`src/mpds_pkg.sv`:
```
// mpds_pkg: shared types and constants for the motor pair drive shaper
// holds the operation codes, register indexes, configuration, state and result structs
// used by mpds_core and motor_pair_drive_shaper
package mpds_pkg;

	typedef enum logic [1:0] {
		OP_DRIVE       = 2'd0,
		OP_STOP        = 2'd1,
		OP_CHECK       = 2'd2,
		OP_RESET_STALL = 2'd3
	} op_t;

	localparam int unsigned RegIdxW = 3;

	localparam logic [RegIdxW-1:0] REG_SLEW_LIMIT      = 3'd0;
	localparam logic [RegIdxW-1:0] REG_DUTY_LIMIT      = 3'd1;
	localparam logic [RegIdxW-1:0] REG_DEADZONE_EDGE   = 3'd2;
	localparam logic [RegIdxW-1:0] REG_STALL_DUTY_MIN  = 3'd3;
	localparam logic [RegIdxW-1:0] REG_STALL_SPEED_MAX = 3'd4;
	localparam logic [RegIdxW-1:0] REG_STALL_TIMEOUT   = 3'd5;

	localparam logic [14:0] SLEW_LIMIT_RST      = 15'd5;
	localparam logic [14:0] DUTY_LIMIT_RST      = 15'd80;
	localparam logic [14:0] DEADZONE_EDGE_RST   = 15'd15;
	localparam logic [14:0] STALL_DUTY_MIN_RST  = 15'd60;
	localparam logic [15:0] STALL_SPEED_MAX_RST = 16'd50;
	localparam logic [15:0] STALL_TIMEOUT_RST   = 16'd1000;

	typedef struct packed {
		logic [14:0] slew_limit;
		logic [14:0] duty_limit;
		logic [14:0] deadzone_edge;
		logic [14:0] stall_duty_min;
		logic [15:0] stall_speed_max;
		logic [15:0] stall_timeout;
	} cfg_t;

	typedef struct packed {
		logic [15:0] stored_duty;
		logic        stall_tracking;
		logic [31:0] stall_start_time;
	} state_t;

	typedef struct packed {
		logic [15:0] left_duty;
		logic [15:0] right_duty;
		logic        motor_update;
		logic        stall_flag;
	} result_t;

	// magnitude of a signed 16-bit duty kept within +/- 32767
	function automatic logic [15:0] duty_mag(input logic [15:0] d);
		logic [15:0] m;
		m = d[15] ? (16'd0 - d) : d;
		return m;
	endfunction

endpackage

```
`src/mpds_core.sv`:
```
// mpds_core: single-pass datapath for one item of the drive shaper
// computes the result word and the next state from the current state and config
// depends on mpds_pkg
module mpds_core (
	input  logic [1:0]            operation,
	input  logic [15:0]           duty_request,
	input  logic [15:0]           encoder_speed,
	input  logic [31:0]           now_ms,
	input  mpds_pkg::cfg_t        cfg,
	input  mpds_pkg::state_t      cur,
	output mpds_pkg::state_t      nxt,
	output mpds_pkg::result_t     res
);
	import mpds_pkg::*;

	logic signed [17:0] req_x;
	logic signed [17:0] sd_x;
	logic signed [17:0] slew_x;
	logic signed [17:0] lim_x;
	logic signed [17:0] delta;
	logic signed [17:0] slewed;
	logic signed [17:0] clamped;
	logic [15:0]        d16;
	logic [15:0]        d_mag;
	logic [15:0]        dz16;
	logic [15:0]        right_drv;
	logic [15:0]        stored_mag;
	logic               stall_cond;
	logic [31:0]        start_eff;
	logic [31:0]        elapsed;
	logic               stall_hit;

	// slew limit, then clamp to the duty bound
	always_comb begin
		req_x  = {{2{duty_request[15]}}, duty_request};
		sd_x   = {{2{cur.stored_duty[15]}}, cur.stored_duty};
		slew_x = {3'b000, cfg.slew_limit};
		lim_x  = {3'b000, cfg.duty_limit};
		delta  = req_x - sd_x;
		if (delta > slew_x) begin
			slewed = sd_x + slew_x;
		end else if (delta < -slew_x) begin
			slewed = sd_x - slew_x;
		end else begin
			slewed = req_x;
		end
		if (slewed > lim_x) begin
			clamped = lim_x;
		end else if (slewed < -lim_x) begin
			clamped = -lim_x;
		end else begin
			clamped = slewed;
		end
	end

	// deadzone raise on nonzero duties below the edge
	always_comb begin
		d16   = clamped[15:0];
		d_mag = duty_mag(d16);
		dz16  = {1'b0, cfg.deadzone_edge};
		if (d16 == 16'd0) begin
			right_drv = 16'd0;
		end else if (d_mag < dz16) begin
			right_drv = d16[15] ? (16'd0 - dz16) : dz16;
		end else begin
			right_drv = d16;
		end
	end

	// stall check, elapsed time wraps mod 2^32
	always_comb begin
		stored_mag = duty_mag(cur.stored_duty);
		stall_cond = (stored_mag >= {1'b0, cfg.stall_duty_min}) &&
			($signed(encoder_speed) <= $signed(cfg.stall_speed_max));
		start_eff  = cur.stall_tracking ? cur.stall_start_time : now_ms;
		elapsed    = now_ms - start_eff;
		stall_hit  = stall_cond && (elapsed >= {16'd0, cfg.stall_timeout});
	end

	always_comb begin
		nxt = cur;
		res = '0;
		case (operation)
			OP_DRIVE: begin
				nxt.stored_duty  = d16;
				res.right_duty   = right_drv;
				res.left_duty    = 16'd0 - right_drv;
				res.motor_update = 1'b1;
			end
			OP_STOP: begin
				nxt.stored_duty  = 16'd0;
				res.motor_update = 1'b1;
			end
			OP_CHECK: begin
				nxt.stall_tracking   = stall_cond;
				nxt.stall_start_time = stall_cond ? start_eff : cur.stall_start_time;
				res.stall_flag       = stall_hit;
			end
			default: begin
				nxt.stall_tracking   = 1'b0;
				nxt.stall_start_time = 32'd0;
			end
		endcase
	end

endmodule

```
`src/motor_pair_drive_shaper.sv`:
```
// motor_pair_drive_shaper: slew-limited, deadzone-compensated drive for a mirrored motor pair
// top level with input register, result register, state and APB config registers
// depends on mpds_pkg and mpds_core
//
//  channel  | dir | handshake          | payload
//  ---------+-----+--------------------+---------------------------------------------
//  s_*      | in  | s_tvalid/s_tready  | tdata: request, speed, now_ms; tuser: operation
//  m_*      | out | m_tvalid/m_tready  | tdata: left, right, motor_update, stall_flag
//  apb      | in  | psel/penable/pready| six config registers at 4*index
//
// one item per cycle sustained while results are taken; an item waits in the input register,
// where the datapath updates the state, then sits in the result register
// the input side stalls only when the result register is full and not taken
// arst_n clears the pipeline valids and state and reloads the register defaults
module motor_pair_drive_shaper (
	input  logic        clk,
	input  logic        arst_n,
	input  logic        s_tvalid,
	output logic        s_tready,
	input  logic [63:0] s_tdata,  // [15:0] duty_request, [31:16] encoder_speed, [63:32] now_ms
	input  logic [1:0]  s_tuser,  // [1:0] operation
	output logic        m_tvalid,
	input  logic        m_tready,
	output logic [39:0] m_tdata,  // [15:0] left_duty, [31:16] right_duty, [32] motor_update,
	                              // [33] stall_flag, [39:34] zero
	input  logic        psel,
	input  logic        penable,
	input  logic        pwrite,
	input  logic [4:0]  paddr,
	input  logic [31:0] pwdata,
	output logic [31:0] prdata,
	output logic        pready
);
	import mpds_pkg::*;

	cfg_t        cfg_q;
	state_t      state_q;
	state_t      state_nxt;
	result_t     res;
	result_t     res_s2;
	logic        valid_s1;
	logic        valid_s2;
	logic [1:0]  op_s1;
	logic [15:0] req_s1;
	logic [15:0] speed_s1;
	logic [31:0] now_s1;
	logic        advance;
	logic [RegIdxW-1:0] reg_idx;
	logic        cfg_wr;

	assign advance  = valid_s1 && (!valid_s2 || m_tready);
	assign s_tready = !valid_s1 || advance;
	assign m_tvalid = valid_s2;
	assign m_tdata  = {6'd0, res_s2.stall_flag, res_s2.motor_update,
		res_s2.right_duty, res_s2.left_duty};

	mpds_core u_core (
		.operation     (op_s1),
		.duty_request  (req_s1),
		.encoder_speed (speed_s1),
		.now_ms        (now_s1),
		.cfg           (cfg_q),
		.cur           (state_q),
		.nxt           (state_nxt),
		.res           (res)
	);

	always_ff @(posedge clk or negedge arst_n) begin
		if (!arst_n) begin
			valid_s1 <= 1'b0;
			valid_s2 <= 1'b0;
			state_q  <= '0;
		end else begin
			if (s_tready) begin
				valid_s1 <= s_tvalid;
			end
			if (advance) begin
				valid_s2 <= 1'b1;
				state_q  <= state_nxt;
			end else if (m_tready) begin
				valid_s2 <= 1'b0;
			end
		end
	end

	// payload registers
	always_ff @(posedge clk) begin
		if (s_tvalid && s_tready) begin
			op_s1    <= s_tuser;
			req_s1   <= s_tdata[15:0];
			speed_s1 <= s_tdata[31:16];
			now_s1   <= s_tdata[63:32];
		end
		if (advance) begin
			res_s2 <= res;
		end
	end

	// config port
	assign pready  = 1'b1;
	assign reg_idx = paddr[4:2];
	assign cfg_wr  = psel && penable && pwrite && pready;

	always_ff @(posedge clk or negedge arst_n) begin
		if (!arst_n) begin
			cfg_q.slew_limit      <= SLEW_LIMIT_RST;
			cfg_q.duty_limit      <= DUTY_LIMIT_RST;
			cfg_q.deadzone_edge   <= DEADZONE_EDGE_RST;
			cfg_q.stall_duty_min  <= STALL_DUTY_MIN_RST;
			cfg_q.stall_speed_max <= STALL_SPEED_MAX_RST;
			cfg_q.stall_timeout   <= STALL_TIMEOUT_RST;
		end else if (cfg_wr) begin
			unique case (reg_idx)
				REG_SLEW_LIMIT:      cfg_q.slew_limit      <= pwdata[14:0];
				REG_DUTY_LIMIT:      cfg_q.duty_limit      <= pwdata[14:0];
				REG_DEADZONE_EDGE:   cfg_q.deadzone_edge   <= pwdata[14:0];
				REG_STALL_DUTY_MIN:  cfg_q.stall_duty_min  <= pwdata[14:0];
				REG_STALL_SPEED_MAX: cfg_q.stall_speed_max <= pwdata[15:0];
				REG_STALL_TIMEOUT:   cfg_q.stall_timeout   <= pwdata[15:0];
				default: begin
				end
			endcase
		end
	end

	always_comb begin
		unique case (reg_idx)
			REG_SLEW_LIMIT:      prdata = {17'd0, cfg_q.slew_limit};
			REG_DUTY_LIMIT:      prdata = {17'd0, cfg_q.duty_limit};
			REG_DEADZONE_EDGE:   prdata = {17'd0, cfg_q.deadzone_edge};
			REG_STALL_DUTY_MIN:  prdata = {17'd0, cfg_q.stall_duty_min};
			REG_STALL_SPEED_MAX: prdata = {16'd0, cfg_q.stall_speed_max};
			REG_STALL_TIMEOUT:   prdata = {16'd0, cfg_q.stall_timeout};
			default:             prdata = 32'd0;
		endcase
	end

`ifndef SYNTHESIS
	// an empty result register never holds off the input side
	a_ready_when_empty: assert property (@(posedge clk) disable iff (!arst_n)
		!m_tvalid |-> s_tready)
		else $error("input stalled with empty result register");

	// a result never both updates the motors and flags a stall
	a_update_xor_stall: assert property (@(posedge clk) disable iff (!arst_n)
		m_tvalid |-> !(m_tdata[32] && m_tdata[33]))
		else $error("result with motor update and stall flag");

	// a stall flag waiting at the output implies stall tracking is active
	a_stall_tracked: assert property (@(posedge clk) disable iff (!arst_n)
		(m_tvalid && m_tdata[33]) |-> state_q.stall_tracking)
		else $error("stall flagged without tracking");

	// after a drive the stored duty lies within the duty bound
	a_drive_clamped: assert property (@(posedge clk) disable iff (!arst_n)
		(advance && (op_s1 == OP_DRIVE)) |=>
		(duty_mag(state_q.stored_duty) <= {1'b0, $past(cfg_q.duty_limit)}))
		else $error("stored duty beyond duty limit");
`endif

endmodule
```
`config.mk`:
```
export PLATFORM = sky130hd
export DESIGN_NAME = motor_pair_drive_shaper
export DESIGN_NICKNAME = d
export VERILOG_FILES = /design/src/mpds_pkg.sv /design/src/mpds_core.sv /design/src/motor_pair_drive_shaper.sv
export SDC_FILE = /design/constraint.sdc
export NUM_CORES = 1
export LEC_CHECK = 0
export BUFFER_PORTS_ARGS = -buffer_cell sky130_fd_sc_hd__buf_2
export CAP_MARGIN = 20
export CORE_MARGIN = 4
export CORE_UTILIZATION = 25
export CTS_BUF_LIST = sky130_fd_sc_hd__clkbuf_8
export CTS_CLUSTER_SIZE = 40
export DETAILED_ROUTE_END_ITERATION = 12
export MAX_ROUTING_LAYER = met4
export PLACE_DENSITY = 0.44
export SLEW_MARGIN = 25
export SYNTH_ARGS = -nofsm -noshare
export SYNTH_HDL_FRONTEND = slang
export SYNTH_SLANG_ARGS = --single-unit
```
`constraint.sdc`:
```
create_clock -name clk -period 15.15 [get_ports clk]
set_input_delay 1.515 -clock clk [delete_from_list [all_inputs] [get_ports clk]]
set_output_delay 1.515 -clock clk [all_outputs]
set_load 0.005 [all_outputs]
```
==> results.md <==
- Number of fill cells: 8306
- Simple-gate share of the synthesized area: 16.3%
- Reg2reg end: m_tdata[15]
- RSZ-0062 raised after global routing: false
- Area share of the largest cell type after synthesis: 15.6%
- Fin. max-slew vios: 0
- CTS buffer count: 45
- Post-synthesis mux area share: 5.90%
- Initial antenna violation count: 1
- Vias in the first global route: 16800
- Buffer depth of the longest clock path: 3
- Routed len/inst: 20.3 microns
- Fin. Hold Viols: 0
- DIE AREA: 82600 sq um
- Main synth FF type: dfrtp_1
- Synthesis-stage register bit count: 242
- Post-synth ARST share: 59.1%
- Share of post-route cells with drive strength above 1: 13.5%
- Reg clk slew, reported paths: 60 ps
- Fmax: 76.5 MHz
- DRC Markers: 0
- Placed Instances: 3321
- Die Y: 287 microns
- Count of different cell masters after synthesis: 89
- Final setup viols: 0
- EDFF count, synth: 99
- Overall routing resource usage: 16.9%
- Slew headroom: 36.1%
- CP Class: flip-flop to flip-flop
- Worst hold start: valid_s1
- Vias: 16700
- Clk Latency, worst-skew pair: 640 ps
- Initial Util: 25.2%
- Layout area overhead: 13.9%
- Cell mode on critical path: a21oi_1
- Core box area: 77500 sq um
- Hpwl dp: 54.5 mm
- Port bufs: 143
- Post-Synth Adder-Cell Area: 13.4%
- DRT Wirelength: 69.2 mm
- Final std cells w/o fill: 3406
- Worst path arrival time: 13420 ps
- GR Overflow Total: 0
- Fin crit period: 13070 ps
- Routability cong.: 0.896
- Total of warnings raised by yosys: 0
- Top-count cell post-synth: nand2_1
- Multi-input gate area: 11900 sq um
- Worst stage delay on the critical path: 890 ps
- CTS tree: built
- Top cells by count, synth: 233 x nand2_1, 202 x ha_1, 167 x inv_1
- Final nets: 2644
- Clock Sinks: 242
- Slew @ Worst Pin: 948 ps
- Pre-Repair DR Iteration Count: 5
- Drt via density: 4.91
- Skew final: 53.7 ps
- HP Class: flip-flop to flip-flop
- H-Tree Depth: 2
- Root buf cell: clkbuf_8
- Reg-to-reg slack, setup: 2080 ps
- Max cap viols: 0
- CP endpoint kind: flip-flop
- Synth Area in Compound Gates: 19.7%
- Die W: 287 microns
- Reg2Reg Depth: 52
- Final ANT Viol Nets: 0
- Post-synthesis xor/xnor area fraction: 5.17%
- Cells after Synth: 2194
- Largest family of logic cells by synthesized area: compound AO/OA/AOI/OAI gates
- Postcts setup bufs: 0
- Yosys top cell by area: dfrtp_1
- First-pass GRT wire length: 105 mm
- CTS resizes: 0
- CP Max Fanout: 27
- # IOs: 185
- Register area: 6580 sq um
- Top post-synthesis cells by area: dfrtp_1 16%, edfxtp_1 15%, ha_1 13%
- Critical path launch point type: flip-flop
- Row count: 102
- Syn Area/Cell: 8.90 sq um
- WP data required: 15500 ps
- Cts hold-fix bufs: 0
- Sequential fraction of the synthesis area: 33.7%
- Largest net degree at the start of global routing: 50
- Setup TNS Final: 0 ps
- Cell area after synthesis: 19500 sq um
- WHS Path Cells: 1
- Hold EP: m_tvalid
- Period utilization: 86.2%
- Reg2Reg Launch Point: state_q[34]
- Crit-path slowest cell: o21ai_0
- DR iter-0 viols: 1157
- Status: complete, no violations
-- critical path: cells and delay by family (launching register included) --
kind | cells | cell delay (ps)
mux | 2 | 700
simple gates | 15 | 3200
buf+inv | 3 | 630
compound gates | 25 | 5740
fa+ha+maj | 5 | 1510
xor+xnor | 2 | 380
flops | 1 | 600
-- worst max path at each step --
stage | cells after the start | end | slack (ps) | startpoint
floorplan | 61 | m_tdata[14] | 4340 | state_q[35]
global placement | 53 | m_tdata[15] | 2120 | state_q[34]
detailed placement | 51 | m_tdata[15] | 2080 | state_q[34]
CTS | 51 | m_tdata[15] | 1980 | state_q[34]
global route | 52 | m_tdata[15] | 1030 | state_q[34]
finish | 52 | m_tdata[15] | 2080 | state_q[34]
-- layer usage --
metal / vias up / GRT usage [%] / share of wire [%]
li1: 8167 / - / -
met1: 8062 / 21.3 / 45
met2: 400 / 28.1 / 48
met3: 93 / 1.77 / 3.9
met4: 0 / 6.13 / 3.7
met5: - / - / 0
-- final cells by class --
| type | instances | share of cell area, % |
|---|---|---|
| diodes | 2 | 0.0225 |
| well taps | 1040 | 5.85 |
| clock inverters | 33 | 0.788 |
| clock buffers | 50 | 3.09 |
| multi-input cells | 1697 | 53.5 |
| flip-flops and latches | 242 | 29.6 |
| repair buffers | 173 | 4.26 |
| inverters | 169 | 2.85 |
-- layout by cell type, fill, tap and decap left out, drive strengths merged, types with 12 or more instances in the layout --
master and instances:
a211oi 12, inv 188, ha 202, xor2 16, o21a 22, and3 15
clkbuf 50, nand3b 33, o22ai 20, mux2i 70, or3 18, mux2 30
o21ai 165, xnor2 94, a21o 33, edfxtp 99, o31ai 23, nor2b 32
nand2b 43, conb 23, o211ai 45, nand2 233, a21oi 130, dfrtp 122
nand4 21, nand3 28, clkinv 13, dfstp 21, buf 173, nor3 35
nor2 160, a31oi 16
-- sequential cells by signal, summed over array words and instances (netlist names) --
signal	count
now_s1	32
m_tdata	33
op_s1	2
state_q	49
cfg_q	92
speed_s1	16
valid_s1	1
m_tvalid	1
req_s1	16
-- cell families (layout without fill, tap and decap cells) --
logic type	after synthesis	after routing
other	2	25
buffers and inverters	276	425
XOR/XNOR	112	112
AO/OA/AOI/OAI	587	587
flip-flops	242	242
adder cells (fa/ha/maj)	207	207
AND/OR/NAND/NOR	663	663
multiplexers	105	105
-- stage by stage --
| step | hold slack [ps] | area, sq um | util (%) | worst slack [ps] |
|---|---|---|---|---|
| finish | 505 | 22200 | 28.7 | 2080 |
| CTS | 504 | 22200 | 28.7 | 1980 |
| global placement | 473 | 21400 | 27.6 | 2120 |
| detailed placement | 485 | 21400 | 27.6 | 2080 |
| global route | 534 | 22200 | 28.7 | 1030 |
| floorplan | 457 | 19600 | - | 4340 |
Power is left out: the tool's default activity adds up to more than one toggle a clock period on the data nets, which glitch-free logic cannot reach.
